File: src/ppbb_pkg.sv
`timescale 1ns / 1ps
package ppbb_pkg;

  localparam int CAPACITY = 1024;

  // Fixed field widths of the channels
  localparam int FUNC_W = 3;
  localparam int DATA_W = 8;
  localparam int CNT_W  = 11;

  // Pointer holds 0..CAPACITY; store holds both sides
  localparam int PTR_W  = $clog2(CAPACITY + 1);
  localparam int ADDR_W = $clog2(2 * CAPACITY);
  localparam int DEPTH  = 2 * CAPACITY;
  localparam int CMP_W  = (PTR_W > CNT_W) ? PTR_W : CNT_W;

  localparam logic [FUNC_W-1:0] FN_PUT        = 3'd0;
  localparam logic [FUNC_W-1:0] FN_GET        = 3'd1;
  localparam logic [FUNC_W-1:0] FN_PEEK       = 3'd2;
  localparam logic [FUNC_W-1:0] FN_REMOVE_OUT = 3'd3;
  localparam logic [FUNC_W-1:0] FN_REMOVE_IN  = 3'd4;
  localparam logic [FUNC_W-1:0] FN_CLEAR_OUT  = 3'd5;
  localparam logic [FUNC_W-1:0] FN_CLEAR_IN   = 3'd6;
  localparam logic [FUNC_W-1:0] FN_FLIP       = 3'd7;

  typedef struct packed {
    logic              re;
    logic              we;
    logic [ADDR_W-1:0] addr;
    logic [DATA_W-1:0] wdata;
  } mem_req_t;

  typedef struct packed {
    logic             rd;
    logic             ok;
    logic [CNT_W-1:0] used_in;
    logic [CNT_W-1:0] used_out;
    logic [CNT_W-1:0] free_in;
  } step_res_t;

endpackage

File: src/ppbb_ctrl.sv
`timescale 1ns / 1ps
module ppbb_ctrl
  import ppbb_pkg::*;
(
  input  logic              clk,
  input  logic              rst_n,
  input  logic              accept,
  input  logic [FUNC_W-1:0] func,
  input  logic [DATA_W-1:0] data_in,
  input  logic [CNT_W-1:0]  count,
  output mem_req_t          req,
  output step_res_t         res
);

  logic [PTR_W-1:0] rp_r   [2];
  logic [PTR_W-1:0] wp_r   [2];
  logic [PTR_W-1:0] rp_nxt [2];
  logic [PTR_W-1:0] wp_nxt [2];
  logic             side_r;
  logic             side_nxt;

  logic             si;
  logic             so;
  logic [PTR_W-1:0] held_i;
  logic [PTR_W-1:0] held_o;
  logic [PTR_W-1:0] peek_pos;
  logic [CMP_W-1:0] cnt_x;
  logic [PTR_W-1:0] ui;
  logic [PTR_W-1:0] uo;
  logic             ok;
  logic             rd;

  function automatic logic [ADDR_W-1:0] store_idx(input logic side, input logic [PTR_W-1:0] pos);
    logic [ADDR_W-1:0] base;
    base = side ? ADDR_W'(CAPACITY) : '0;
    return base + ADDR_W'(pos);
  endfunction

  assign si       = side_r;
  assign so       = ~side_r;
  assign held_i   = wp_r[si] - rp_r[si];
  assign held_o   = wp_r[so] - rp_r[so];
  assign cnt_x    = CMP_W'(count);
  assign peek_pos = PTR_W'(rp_r[so] + PTR_W'(count));

  always_comb begin
    rp_nxt    = rp_r;
    wp_nxt    = wp_r;
    side_nxt  = side_r;
    ok        = 1'b0;
    rd        = 1'b0;
    req.re    = 1'b0;
    req.we    = 1'b0;
    req.addr  = store_idx(si, wp_r[si]);
    req.wdata = data_in;
    case (func)
      FN_PUT: begin
        if (wp_r[si] < PTR_W'(CAPACITY)) begin
          req.we     = accept;
          wp_nxt[si] = wp_r[si] + 1'b1;
          ok         = 1'b1;
        end
      end
      FN_GET: begin
        req.addr = store_idx(so, rp_r[so]);
        if (held_o != '0) begin
          req.re     = accept;
          rp_nxt[so] = rp_r[so] + 1'b1;
          ok         = 1'b1;
          rd         = 1'b1;
        end
      end
      FN_PEEK: begin
        req.addr = store_idx(so, peek_pos);
        if (cnt_x < CMP_W'(held_o)) begin
          req.re = accept;
          ok     = 1'b1;
          rd     = 1'b1;
        end
      end
      FN_REMOVE_OUT: begin
        if (cnt_x >= CMP_W'(held_o)) begin
          rp_nxt[so] = '0;
          wp_nxt[so] = '0;
        end else begin
          rp_nxt[so] = peek_pos;
        end
      end
      FN_REMOVE_IN: begin
        if (cnt_x >= CMP_W'(held_i)) begin
          rp_nxt[si] = '0;
          wp_nxt[si] = '0;
        end else begin
          rp_nxt[si] = PTR_W'(rp_r[si] + PTR_W'(count));
        end
      end
      FN_CLEAR_OUT: begin
        rp_nxt[so] = '0;
        wp_nxt[so] = '0;
      end
      FN_CLEAR_IN: begin
        rp_nxt[si] = '0;
        wp_nxt[si] = '0;
      end
      FN_FLIP: begin
        if (held_o == '0) begin
          rp_nxt[so] = '0;
          wp_nxt[so] = '0;
          side_nxt   = so;
          ok         = 1'b1;
        end
      end
      default: begin
        ok = 1'b0;
      end
    endcase
  end

  // Fill levels after the step
  assign ui = wp_nxt[side_nxt] - rp_nxt[side_nxt];
  assign uo = wp_nxt[~side_nxt] - rp_nxt[~side_nxt];

  assign res.rd       = rd;
  assign res.ok       = ok;
  assign res.used_in  = CNT_W'(ui);
  assign res.used_out = CNT_W'(uo);
  assign res.free_in  = CNT_W'(PTR_W'(CAPACITY) - ui);

  always_ff @(posedge clk) begin
    if (!rst_n) begin
      rp_r[0] <= '0;
      rp_r[1] <= '0;
      wp_r[0] <= '0;
      wp_r[1] <= '0;
      side_r  <= 1'b0;
    end else if (accept) begin
      rp_r   <= rp_nxt;
      wp_r   <= wp_nxt;
      side_r <= side_nxt;
    end
  end

endmodule

File: config.mk
export PLATFORM = sky130hd
export DESIGN_NAME = ppbb_ctrl
export DESIGN_NICKNAME = d
export VERILOG_FILES = /design/src/ppbb_pkg.sv /design/src/ppbb_ctrl.sv
export SDC_FILE = /design/constraint.sdc
export NUM_CORES = 1
export LEC_CHECK = 0
export CELL_PAD_IN_SITES_DETAIL_PLACEMENT = 1
export CELL_PAD_IN_SITES_GLOBAL_PLACEMENT = 1
export CORE_MARGIN = 2
export CORE_UTILIZATION = 48
export CTS_CLUSTER_DIAMETER = 100
export DETAILED_ROUTE_END_ITERATION = 6
export DONT_BUFFER_PORTS = 1
export GPL_TIMING_DRIVEN = 0
export PLACE_DENSITY_LB_ADDON = 0.08
export RECOVER_POWER = 100
export SETUP_SLACK_MARGIN = 0.1
export SLEW_MARGIN = 20
export SYNTH_ARGS = -nofsm -noshare
export SYNTH_HDL_FRONTEND = slang
export SYNTH_SLANG_ARGS = --single-unit
File: constraint.sdc
create_clock -name clk -period 13.8 [get_ports clk]
set_clock_uncertainty 0.15 [all_clocks]
set_input_delay 2.07 -clock clk [delete_from_list [all_inputs] [get_ports clk]]
set_output_delay 2.07 -clock clk [all_outputs]
set_load 0.01 [all_outputs]
# Word-level counts from Yosys, hierarchy flattened
# Cells that the tools add are included.
[word_totals]
regBits = 45
input_bits = 25
word_cells = 109
[op_classes]
add_sub_neg = 12
n_lt_le_gt_ge = 10
eq_ne = 7
muxes = 58
n_bitwise = 12
reduce_logical = 5
[op_table]
columns = ["op", "count"]
rows = [
  ["$mux 11", 28],
  ["$pmux 22 s6", 2],
  ["$mux 22", 8],
  ["$and 22x22->22", 4],
  ["$bwmux 22", 4],
  ["$add 11x11->11", 5],
  ["$not 22->22", 2],
  ["$sub 11x11->11", 4],
  ["$add 11x1->11 const B", 2],
  ["$demux 11 s1", 2],
  ["$ge 11x11->1", 2],
  ["$pmux 11 s2", 1],
  ["$eq 3x3->1 const B", 4],
  ["$logic_not 11->1", 1],
  ["$lt 11x11->1", 1],
  ["$lt 11x11->1 const B", 1],
  ["$reduce_bool 11->1", 1],
  ["$sub 11x11->11 const A", 1],
  ["$mux 1", 10],
  ["$ge 2x2->1 const B", 4],
  ["$not 1->2", 4],
  ["$eq 3x2->1 const B", 2],
  ["$lt 2x1->1 const B", 2],
  ["$pmux 1 s2", 2],
  ["5 further kinds", 7],
]

# Depth between registers and ports, before layout
# Gate-level depths: netlist of the first run.
[depth]
ltp_word = 15
depth_mapped = 44

# Worst setup path after synthesis of the first run
# No wires, ideal clock.
[synth_timing]
path_type = "register to output"
start = "register side_r (netlist: si)"
end = "output res[10] (netlist bit)"
t_arrival_ns = 8.839
required_ns = 11.580
path_slack_ns = 2.741
path_stages_with_launch = 37
path_buffers = 9
cell_sequence = "dfxtp_1 -> buf_2 -> buf_1 -> clkbuf_1 -> buf_2 -> buf_2 -> buf_1 -> clkbuf_1 -> mux2_2 -> ha_1 -> buf_2 -> o211ai_1 -> a21oi_2 -> a2111oi_1 -> o31ai_1 -> nand2_1 -> ha_1 -> nand4_1 -> or2_2 -> o211ai_1 -> nor3_1 -> or4_4 -> buf_2 -> a221oi_1 -> a21oi_1 -> ha_1 -> a21o_1 -> a21oi_1 -> o21ai_0 -> a21o_1 -> a21o_1 -> a21o_1 -> a21oi_1 -> xnor2_1 -> nor4_1 -> xnor2_1 -> xnor2_1"
[synth_lines]
columns = ["element", "line_no", "rtl"]
rows = [
  ["start, declared", "ppbb_ctrl.sv:19", "logic side_r;"],
  ["start signal, assigned", "ppbb_ctrl.sv:139", "side_r <= side_nxt;"],
  ["end, declared", "ppbb_ctrl.sv:12", "output step_res_t res"],
]

==> insert_results.sql, run 1 <==
INSERT INTO impl_metrics (metric_group, metric, value, unit) VALUES
('pwr', 'swShare', '47.9', '%'),
('timing', 'max_clock_freq', '0.0746', 'GHz'),
('floorplan', 'fp.dieArea', '18600', 'um^2'),
('yosys', 'syn-num-nets', '1316', ''),
('pwr', 'p_comb_share', '58.3', '%'),
('pwr', 'internal-power', '356', 'uW'),
('timing', 'hold_violations', '0', ''),
('route', 'drt_pre_antenna_iters', '5', ''),
('final_layout', 'antenna_cells_inserted', '0', ''),
('route', 'detailroute.via_count', '9702', ''),
('final_layout', 'fin_util', '51.4', '%'),
('pwr', 'power_leakage', '0.00377', 'uW'),
('cts', 'h-tree-depth', '2', ''),
('timing', 'maxSlewViolCount', '0', ''),
('yosys', 'synth-edff-count', '0', ''),
('critical_path', 'critical_path_class', 'reg -> out', ''),
('yosys', 'synth_sequential_area_ratio', '10.7', '%'),
('cts', 'cts.repair_timing.setup_buffer_count', '0', ''),
('critical_path', 'critical_path_required', '11580', 'ps'),
('final_layout', 'final_layout_size_suffix_gt1_share', '5.06', '%'),
('cts', 'cts_tree', 'built', ''),
('critical_path', 'timing.critical_path.slowest_cell_delay', '1250', 'ps'),
('yosys', 'mappedNetlistArea', '8420', 'um^2'),
('run', 'cap_violations', '1', ''),
('yosys', 'synthesis.area_per_instance', '7.01', 'um^2'),
('placement', 'preCtsSetupSlack', '-382', 'ps'),
('run_status', 'violations_in_the_final_reports', 'capacitance limit', ''),
('route', 'routed_via_density', '6.78', ''),
('floorplan', 'io_pins', '81', ''),
('final_layout', 'fillCellCount', '2312', ''),
('yosys', 'synth_top_area_share', '12.6', '%'),
('final_layout', 'finish.net_count', '1322', ''),
('placement', 'dpl.hpwl', '31200', 'um'),
('placement', 'io_buffer_count', '0', ''),
('floorplan', 'placeableCoreArea', '17200', 'um^2'),
('global_route', 'grt_residual_overflow', '0', ''),
('pwr', 'power_density', '77.0', 'nW/um^2'),
('global_route', 'number_of_antenna_violations_at_the_first_check_in_global_routing', '1', ''),
('cts', 'cts_root_buffer', 'sky130_fd_sc_hd__clkbuf_16', ''),
('timing', 'finalSetupTns', '0', 'ps'),
('route', 'routed_wire_length', '37500', 'um'),
('run_status', 'run_status', 'complete, but fails checks', ''),
('timing', 'max-slew-margin-rel', '2.36', '%'),
('cts', 'worstSkewPairLatency', '290', 'ps'),
('cts', 'cts.path.max_buffers', '2', ''),
('critical_path', 'worst_path_max_delay_cell', 'sky130_fd_sc_hd__nor4_1', ''),
('global_route', 'grt_start_max_net_pins', '20', ''),
('cts', 'cts_hold_buf', '0', ''),
('yosys', 'synth_area_leader_cell', 'sky130_fd_sc_hd__ha_1', ''),
('yosys', 'async_flop_share', '0', '%'),
('global_route', 'via_count_of_the_first_global_routing_pass', '9400', ''),
('critical_path', 'cp-start-kind', 'flip-flop', ''),
('floorplan', 'rows', '48', ''),
('yosys', 'number_of_warnings_printed_during_yosys_synthesis', '0', ''),
('route', 'initialDrtViolationCount', '984', ''),
('pwr', 'total_power', '682', 'uW'),
('floorplan', 'die-width', '136', 'um'),
('pwr', 'share_seq_of_total_power', '21.6', '%'),
('pwr', 'power.net_switching', '326', 'uW'),
('yosys', 'synthesis.instances', '1200', ''),
('pwr', 'share_clk_of_total_power', '20.2', '%'),
('route', 'detail-route-antenna-nets', '0', ''),
('yosys', 'netlist-cell-type-count', '86', ''),
('timing', 'worstMarginPinSlew', '1450', 'ps'),
('final_layout', 'non_filler_cells_in_the_finished_layout', '1431', ''),
('timing', 'rsz_0062_raised_after_global_routing', 'false', ''),
('critical_path', 'endpoint_kind', 'output pin', ''),
('yosys', 'synth-seq-cells', '45', ''),
('floorplan', 'floorplan.initialDensity', '48.8', '%'),
('route', 'post-route-drc-count', '0', ''),
('global_route', 'grt_first_pass_wirelength', '55700', 'um');
[worst max-delay path: cells and delay by family, from the launching register on]
family / cells / cell delay (ps)
AO/OA/AOI/OAI: 15 / 3220
XOR/XNOR: 3 / 590
AND/OR/NAND/NOR: 5 / 2220
buffers and inverters: 7 / 2610
adder cells (fa/ha/maj): 3 / 980
flip-flops: 1 / 460
multiplexers: 2 / 790
[cell type report]
type / instances / area [um^2] / share of cell area (%)
Multi-Input combinational cell: 1008 / 6940 / 78.4
Sequential cell: 45 / 901 / 10.2
Buffer: 72 / 297 / 3.35
Tap cell: 225 / 282 / 3.18
Inverter: 74 / 278 / 3.14
Clock buffer: 5 / 125 / 1.41
Clock inverter: 2 / 35.0 / 0.396
[layout by cell type (no fill, tap or decap), types with 37 or more instances in the layout]
master                     synthesis  final
sky130_fd_sc_hd__inv_1            73     73
sky130_fd_sc_hd__o21ai_0          90     90
sky130_fd_sc_hd__mux2i_1          43     43
sky130_fd_sc_hd__ha_1             85     85
sky130_fd_sc_hd__nand2_1         111    111
sky130_fd_sc_hd__dfxtp_1          45     45
sky130_fd_sc_hd__clkbuf_1         40     55
sky130_fd_sc_hd__nand3_1          37     37
sky130_fd_sc_hd__a21oi_1         114    113
sky130_fd_sc_hd__nor2_1          118    118
sky130_fd_sc_hd__xnor2_1          56     55
[flip-flops by register name (all words and copies together) (netlist names)]
signal  cells
si          1
rp_r       22
wp_r       22
[layer usage]
metal / GRT usage, % / part of all wire [%]
met5: 0 / 0.040
met4: 18.4 / 5.6
met3: 8.13 / 7.9
met2: 64.3 / 44
met1: 51.6 / 42
[logic make-up (layout without fill, tap and decap cells)]
kind of cell | count (synthesis) | after routing | share of synthesized area, %
AO/OA/AOI/OAI | 402 | 402 | 31.0
XOR/XNOR | 78 | 78 | 8.21
adder cells (fa/ha/maj) | 91 | 91 | 14.1
buffers and inverters | 147 | 153 | 7.40
flip-flops | 45 | 45 | 10.7
multiplexers | 65 | 65 | 8.09
AND/OR/NAND/NOR | 372 | 372 | 20.5
[path summary, 6_finish.rpt]
path / startpoint / end / slack (ps) / cells past startpoint
max: si / res[10] / 400 / 35
min reg2reg: wp_r[4] / wp_r[4] / 440 / 2
max reg2reg: si / wp_r[14] / 5250 / 27
min: wp_r[4] / wp_r[4] / 440 / 2
[synth_stat cells, types with 14 or more instances]
library cell               number
sky130_fd_sc_hd__nor2_1       118
sky130_fd_sc_hd__a211oi_1      20
sky130_fd_sc_hd__xnor2_1       56
sky130_fd_sc_hd__nand3_1       37
sky130_fd_sc_hd__clkbuf_1      40
sky130_fd_sc_hd__ha_1          85
sky130_fd_sc_hd__nor3_1        24
sky130_fd_sc_hd__a22oi_1       25
sky130_fd_sc_hd__dfxtp_1       45
sky130_fd_sc_hd__mux2i_1       43
sky130_fd_sc_hd__a21o_1        25
sky130_fd_sc_hd__inv_1         73
sky130_fd_sc_hd__nand2b_1      14
sky130_fd_sc_hd__a31oi_1       15
sky130_fd_sc_hd__mux2_2        15
sky130_fd_sc_hd__o21ai_0       90
sky130_fd_sc_hd__xor2_1        21
sky130_fd_sc_hd__a21oi_1      114
sky130_fd_sc_hd__nand2_1      111
[power groups by stage]
| stage | Clock (uW) | Combinational (uW) | Sequential [uW] |
|---|---|---|---|
| 2_1_floorplan | 0 | 289 | 143 |
| 3_3_place_gp | 0 | 376 | 149 |
| 3_5_place_dp | 0 | 385 | 149 |
| 4_1_cts | 137 | 389 | 146 |
| 5_1_grt | 143 | 432 | 147 |
| 6_report | 138 | 397 | 147 |
[through the flow]
step	instance area, um^2	hold WS, ps
floorplan	8420	346
global placement	8700	416
detailed placement	8710	427
CTS	8880	443
global route	8850	480
finish	8850	439
[repair_timing]
action,4_1_cts,5_1_grt
resized for setup,4,8
setup endpoints to repair,11,3
cloned,0,0
No activity file was read; power rests on OpenSTA's default activity.
==> inputs of run 2 (changes only) <==
ABC_AREA = 1   (was default)
CORE_UTILIZATION = 46   (was 48)
SLEW_MARGIN = default   (was 20)
==> insert_results.sql, run 2 <==
INSERT INTO impl_metrics (metric_group, metric, value, unit) VALUES
('yosys', 'async_flop_share', '0', '%'),
('pwr', 'max-vdd-ir-drop', '0.0891', 'mV'),
('timing', 'setup-violations-final', '0', ''),
('yosys', 'syn-num-nets', '1705', ''),
('timing', 'finalSetupTns', '0', 'ps'),
('yosys', 'top_post_synthesis_cells_by_count', 'sky130_fd_sc_hd__nand2_1, sky130_fd_sc_hd__inv_1, sky130_fd_sc_hd__a21oi_1', ''),
('cts', 'cts_buffers', '5', ''),
('final_layout', 'layout_commonest_cell', 'sky130_fd_sc_hd__nand2_1', ''),
('cts', 'cts_tree', 'built', ''),
('final_layout', 'fin_util', '49.3', '%'),
('cts', 'h-tree-depth', '2', ''),
('pwr', 'power_leakage', '0.00486', 'uW'),
('yosys', 'yosys_most_used_dff', 'sky130_fd_sc_hd__dfxtp_1', ''),
('yosys', 'synth_sequential_area_ratio', '9.75', '%'),
('cts', 'post_cts_resized', '0', ''),
('route', 'detail-route-antenna-nets', '0', ''),
('critical_path', 'path_delay_family', 'compound AO/OA/AOI/OAI gates', ''),
('cts', 'cts_root_buffer', 'sky130_fd_sc_hd__clkbuf_16', ''),
('critical_path', 'critical_path_peak_fanout', '10', ''),
('yosys', 'synth_top_area_share', '15.2', '%'),
('floorplan', 'floorplan.initialDensity', '47.2', '%'),
('yosys', 'netlist-cell-type-count', '64', ''),
('floorplan', 'placeableCoreArea', '19600', 'um^2'),
('floorplan', 'die_height', '146', 'um'),
('placement', 'globalplace.congestion', '1.05', ''),
('pwr', 'p_comb_share', '70.8', '%'),
('final_layout', 'synthesis_to_finish_area_growth', '4.56', '%'),
('placement', 'dpl.hpwl', '37200', 'um'),
('timing', 'rsz_0062_raised_after_global_routing', 'false', ''),
('final_layout', 'antenna_cells_inserted', '0', ''),
('critical_path', 'critical_path_required', '11580', 'ps'),
('route', 'detailroute.via_count', '11400', ''),
('floorplan', 'die-width', '146', 'um'),
('timing', 'worstMarginPinSlew', '1370', 'ps'),
('final_layout', 'most-common-layout-cells', 'sky130_fd_sc_hd__nand2_1, sky130_fd_sc_hd__inv_1, sky130_fd_sc_hd__a21oi_1', ''),
('yosys', 'synth-edff-count', '0', ''),
('critical_path', 'endpoint_kind', 'output pin', ''),
('global_route', 'number_of_antenna_violations_at_the_first_check_in_global_routing', '0', ''),
('cts', 'cts.repair_timing.setup_buffer_count', '0', ''),
('run', 'cap_violations', '0', ''),
('route', 'routed_via_density', '6.15', ''),
('cts', 'clk_pin_slew_worst_paths', '80', 'ps'),
('route', 'routed.top_layer', 'met4', ''),
('yosys', 'synth_most_common_cell', 'sky130_fd_sc_hd__nand2_1', ''),
('critical_path', 'cp-start-kind', 'flip-flop', ''),
('timing', 'max-slew-margin-rel', '7.43', '%'),
('route', 'drt_pre_antenna_iters', '6', ''),
('final_layout', 'finish.net_count', '1712', ''),
('yosys', 'synth_area_leader_cell', 'sky130_fd_sc_hd__nand2_1', ''),
('critical_path', 'critPathBufInv', '7', ''),
('global_route', 'grt_first_pass_wirelength', '66300', 'um'),
('route', 'detailroute.wirelength.met3', '4400', 'um'),
('final_layout', 'final_layout_size_suffix_gt1_share', '6.64', '%'),
('yosys', 'synth-seq-cells', '45', ''),
('pwr', 'internal-power', '450', 'uW'),
('timing', 'finalWorstPathRequiredPeriod', '12930', 'ps'),
('timing', 'max_clock_freq', '0.0773', 'GHz'),
('worst_hold_path', 'hold_class', 'reg -> reg', ''),
('critical_path', 'critical_path_class', 'reg -> out', ''),
('pwr', 'power.net_switching', '599', 'uW'),
('critical_path', 'timing.critical_path.slowest_cell_delay', '710', 'ps'),
('floorplan', 'rows', '51', ''),
('run_status', 'run_status', 'finished, final reports clean', ''),
('yosys', 'mappedNetlistArea', '9240', 'um^2'),
('floorplan', 'fp.dieArea', '21200', 'um^2'),
('route', 'wirelength_met1', '18400', 'um'),
('pwr', 'share_seq_of_total_power', '14.6', '%'),
('timing', 'final_min_period_over_clock_period', '93.7', '%'),
('critical_path', 'worst_path_max_delay_cell', 'sky130_fd_sc_hd__nor2_1', ''),
('route', 'routed_wire_length', '44800', 'um'),
('timing', 'maxSlewViolCount', '0', ''),
('yosys', 'synthesis.instances', '1589', ''),
('cts', 'numClockSinks', '45', ''),
('floorplan', 'io_pins', '81', ''),
('cts', 'cts.path.max_buffers', '2', ''),
('pwr', 'total_power', '1050', 'uW'),
('route', 'detailroute.wirelength.met2', '19600', 'um'),
('critical_path', 'worstPathArrival', '10710', 'ps'),
('global_route', 'via_count_of_the_first_global_routing_pass', '11200', ''),
('timing', 'hold_violations', '0', ''),
('yosys', 'synthesis.area_per_instance', '5.82', 'um^2'),
('route', 'wire_per_inst', '24.1', 'um'),
('pwr', 'swShare', '57.1', '%'),
('cts', 'cts_hold_buf', '0', ''),
('global_route', 'total_track_usage', '41.1', '%'),
('pwr', 'power_density', '109', 'nW/um^2'),
('global_route', 'grt_residual_overflow', '0', ''),
('pwr', 'share_clk_of_total_power', '14.6', '%'),
('cts', 'worstSkewPairLatency', '320', 'ps'),
('route', 'post-route-drc-count', '0', ''),
('yosys', 'synthTopCellsByArea', 'sky130_fd_sc_hd__nand2_1, sky130_fd_sc_hd__ha_1, sky130_fd_sc_hd__dfxtp_1, sky130_fd_sc_hd__a21oi_1, sky130_fd_sc_hd__inv_1', ''),
('placement', 'io_buffer_count', '0', ''),
('yosys', 'number_of_warnings_printed_during_yosys_synthesis', '0', ''),
('global_route', 'grt_start_max_net_pins', '14', ''),
('route', 'initialDrtViolationCount', '1018', '');
run 2: changes by cell type in the layout (fill, tap and decap cells not counted), moves of 18 or more:
cell                       previous run  this run
sky130_fd_sc_hd__a211oi_1            20         2
sky130_fd_sc_hd__a21o_1              25         1
sky130_fd_sc_hd__a21oi_1            113       167
sky130_fd_sc_hd__a22oi_1             25         4
sky130_fd_sc_hd__inv_1               73       220
sky130_fd_sc_hd__mux2i_1             43         0
sky130_fd_sc_hd__nand2_1            111       375
sky130_fd_sc_hd__nand3_1             37        81
sky130_fd_sc_hd__o21ai_0             90       147
sky130_fd_sc_hd__o21ai_1             10        34
sky130_fd_sc_hd__xnor2_1             55        26
sky130_fd_sc_hd__xor2_1              21        41
run 2: cell families (layout without fill, tap and decap cells):
group                      Yosys count  count (layout)  share of synthesized area [%]
xor gates and xnor gates            67              67                           6.35
DFF                                 45              45                           9.75
AOI/OAI and AO/OA                  426             426                           25.8
buffers and inverters              305             313                           13.8
adders and majority gates           91              91                           12.8
and+or+nand+nor                    655             655                           31.5
run 2: cell type report:
class                      count  area (um^2)
sequential                    45          901
inverter                     243          917
buffer                        62          317
multi-input combinational   1239         7030
clock inverter                 1         30.0
tap                          265          332
fill                        2916         9930
clock buffer                   7          143
run 2: per-stage QoR:
step / hold slack, ps / instance area (um^2) / std cells / worst slack, ps
6_report: 465 / 9660 / 1862 / 867
5_1_grt: 483 / 9660 / 1862 / 382
4_1_cts: 450 / 9750 / 1862 / 1610
3_5_place_dp: 436 / 9570 / 1854 / 1990
3_3_place_gp: 414 / 9570 / 1854 / 2060
2_1_floorplan: 358 / 9240 / 1589 / 4640
run 2: routing by layer:
metal / up-vias / global-route usage [%]
li1: 5251 / -
met1: 5432 / 52.7
met2: 604 / 65.0
met3: 157 / 9.22
met4: 0 / 20.0
met5: - / 0
run 2: tightest hold or removal path, delay by kind of cell, from the launching register on:
kind	cells	cell delay, ps
AND/OR/NAND/NOR	1	50
flip-flops	1	350
AO/OA/AOI/OAI	1	170
run 2: power by group through the flow:
stage	clock network [uW]	registers, uW	logic, uW
finish	154	153	743
global route	156	154	810
CTS	154	152	735
detailed placement	0	155	733
global placement	0	155	706
floorplan	0	150	533
run 2: path summary, 6_finish.rpt:
path / depth (start not counted) / to / slack (ps) / from
max reg2reg: 29 / rp_r[6] / 5230 / si
max: 37 / res[21] / 870 / si
min reg2reg: 2 / rp_r[13] / 470 / rp_r[13]
min: 2 / rp_r[13] / 470 / rp_r[13]
==> inputs of run 3 (changes only) <==
CELL_PAD_IN_SITES_GLOBAL_PLACEMENT = 2   (was 1)
CORE_ASPECT_RATIO = 1.1   (was default)
CORE_UTILIZATION = 35   (was 46)
CTS_CLUSTER_DIAMETER = default   (was 100)
==> insert_results.sql, run 3 (synthesis gave the netlist of run 2 again) <==
INSERT INTO impl_metrics (metric_group, metric, value, unit) VALUES
('pwr', 'power_density', '107', 'nW/um^2'),
('floorplan', 'rows', '62', ''),
('placement', 'globalplace.congestion', '1.04', ''),
('route', 'detailroute.via_count', '10800', ''),
('floorplan', 'io_pins', '81', ''),
('critical_path', 'critical_path_class', 'reg -> out', ''),
('pwr', 'max-vdd-ir-drop', '0.0754', 'mV'),
('timing', 'max_clock_freq', '0.0769', 'GHz'),
('pwr', 'total_power', '1050', 'uW'),
('timing', 'finalWorstPathRequiredPeriod', '13000', 'ps'),
('timing', 'max-slew-margin-rel', '13.5', '%'),
('timing', 'worstMarginPinSlew', '1280', 'ps'),
('final_layout', 'design_area', '9760', 'um^2'),
('cts', 'cts_buffers', '5', ''),
('run_status', 'run_status', 'finished, final reports clean', ''),
('final_layout', 'fin_util', '37.4', '%'),
('timing', 'rsz_0062_raised_after_global_routing', 'false', ''),
('cts', 'cts.repair_timing.setup_buffer_count', '0', ''),
('cts', 'cts_root_buffer', 'sky130_fd_sc_hd__clkbuf_16', ''),
('global_route', 'grt_start_max_net_pins', '15', ''),
('final_layout', 'final_layout_size_suffix_gt1_share', '6.51', '%'),
('critical_path', 'worst_path_max_delay_cell', 'sky130_fd_sc_hd__nor2_1', ''),
('cts', 'post_cts_resized', '0', ''),
('critical_path', 'critical_path_required', '11580', 'ps'),
('global_route', 'total_track_usage', '33.5', '%'),
('critical_path', 'path_delay_family', 'compound AO/OA/AOI/OAI gates', ''),
('critical_path', 'cp-start-kind', 'flip-flop', ''),
('timing', 'final_min_period_over_clock_period', '94.2', '%'),
('cts', 'numClockSinks', '45', ''),
('route', 'initialDrtViolationCount', '657', ''),
('cts', 'h-tree-depth', '2', ''),
('worst_hold_path', 'hold_class', 'reg -> reg', ''),
('timing', 'setup-violations-final', '0', ''),
('floorplan', 'die_height', '174', 'um'),
('floorplan', 'fp.dieArea', '27700', 'um^2'),
('critical_path', 'timing.critical_path.slowest_cell_delay', '800', 'ps'),
('critical_path', 'critical_path_peak_fanout', '10', ''),
('critical_path', 'worstPathArrival', '10780', 'ps'),
('route', 'post-route-drc-count', '0', ''),
('global_route', 'number_of_antenna_violations_at_the_first_check_in_global_routing', '0', ''),
('final_layout', 'antenna_cells_inserted', '0', ''),
('route', 'drt_pre_antenna_iters', '4', ''),
('floorplan', 'die-width', '159', 'um'),
('cts', 'cts_tree', 'built', ''),
('global_route', 'grt_first_pass_wirelength', '69700', 'um'),
('placement', 'io_buffer_count', '0', ''),
('route', 'wire_per_inst', '24.0', 'um'),
('route', 'routed_via_density', '5.54', ''),
('final_layout', 'most-common-layout-cells', 'sky130_fd_sc_hd__nand2_1, sky130_fd_sc_hd__inv_1, sky130_fd_sc_hd__a21oi_1', ''),
('route', 'routed_wire_length', '46800', 'um'),
('cts', 'cts_hold_buf', '0', ''),
('timing', 'hold_violations', '0', ''),
('critical_path', 'critPathBufInv', '7', ''),
('final_layout', 'synthesis_to_finish_area_growth', '5.58', '%'),
('cts', 'clk_pin_slew_worst_paths', '60', 'ps'),
('floorplan', 'floorplan.initialDensity', '35.5', '%'),
('cts', 'worstSkewPairLatency', '320', 'ps'),
('placement', 'dpl.hpwl', '39800', 'um'),
('final_layout', 'finish.net_count', '1712', ''),
('timing', 'finalSetupTns', '0', 'ps'),
('floorplan', 'placeableCoreArea', '26100', 'um^2'),
('global_route', 'grt_residual_overflow', '0', ''),
('route', 'detail-route-antenna-nets', '0', ''),
('timing', 'maxSlewViolCount', '0', ''),
('placement', 'postPlaceCellArea', '9680', 'um^2'),
('cts', 'cts.path.max_buffers', '2', ''),
('critical_path', 'endpoint_kind', 'output pin', ''),
('run', 'cap_violations', '0', ''),
('global_route', 'via_count_of_the_first_global_routing_pass', '11000', ''),
('final_layout', 'layout_commonest_cell', 'sky130_fd_sc_hd__nand2_1', ''),
('pwr', 'power_leakage', '0.00486', 'uW');
run 3: report_power, final:
| group | internal, uW | switching [uW] | total [uW] |
|---|---|---|---|
| sequential | 140 | 13.6 | 153 |
| combinational | 219 | 526 | 744 |
| clock | 86.3 | 63.9 | 150 |
run 3: worst paths after layout:
kind / startpoint / to / slack, ps / cells after the start
setup / recovery: si / res[21] / 800 / 37
hold / removal: wp_r[21] / wp_r[21] / 440 / 2
setup reg to reg: si / rp_r[7] / 5130 / 33
hold reg to reg: wp_r[21] / wp_r[21] / 440 / 2
run 3: final cells by class:
| type | count | area, um^2 |
|---|---|---|
| Multi-Input combinational cell | 1239 | 7020 |
| Sequential cell | 45 | 901 |
| Inverter | 243 | 917 |
| Clock inverter | 2 | 38.8 |
| Buffer | 62 | 317 |
| Fill cell | 3689 | 16300 |
| Clock buffer | 6 | 129 |
| Tap cell | 352 | 440 |
run 3: routing by layer:
layer | track usage, % | up-vias | part of all wire [%]
met2 | 59.9 | 288 | 48
met1 | 40.2 | 5183 | 42
met4 | 15.7 | 0 | 5.1
li1 | - | 5246 | -
met5 | 0 | - | 0
met3 | 3.89 | 90 | 4.7
run 3: per-stage QoR:
step | instances | hold WS, ps | setup WS [ps]
6_report | 1949 | 438 | 801
4_1_cts | 1949 | 436 | 1150
2_1_floorplan | 1589 | 358 | 4640
3_3_place_gp | 1941 | 408 | 1560
3_5_place_dp | 1941 | 430 | 1490
5_1_grt | 1949 | 488 | 303
run 3: worst min-delay path: cells and delay by family (launching register included):
| family | cells | cell delay (ps) |
|---|---|---|
| AOI/OAI and AO/OA | 2 | 200 |
| DFF | 1 | 340 |
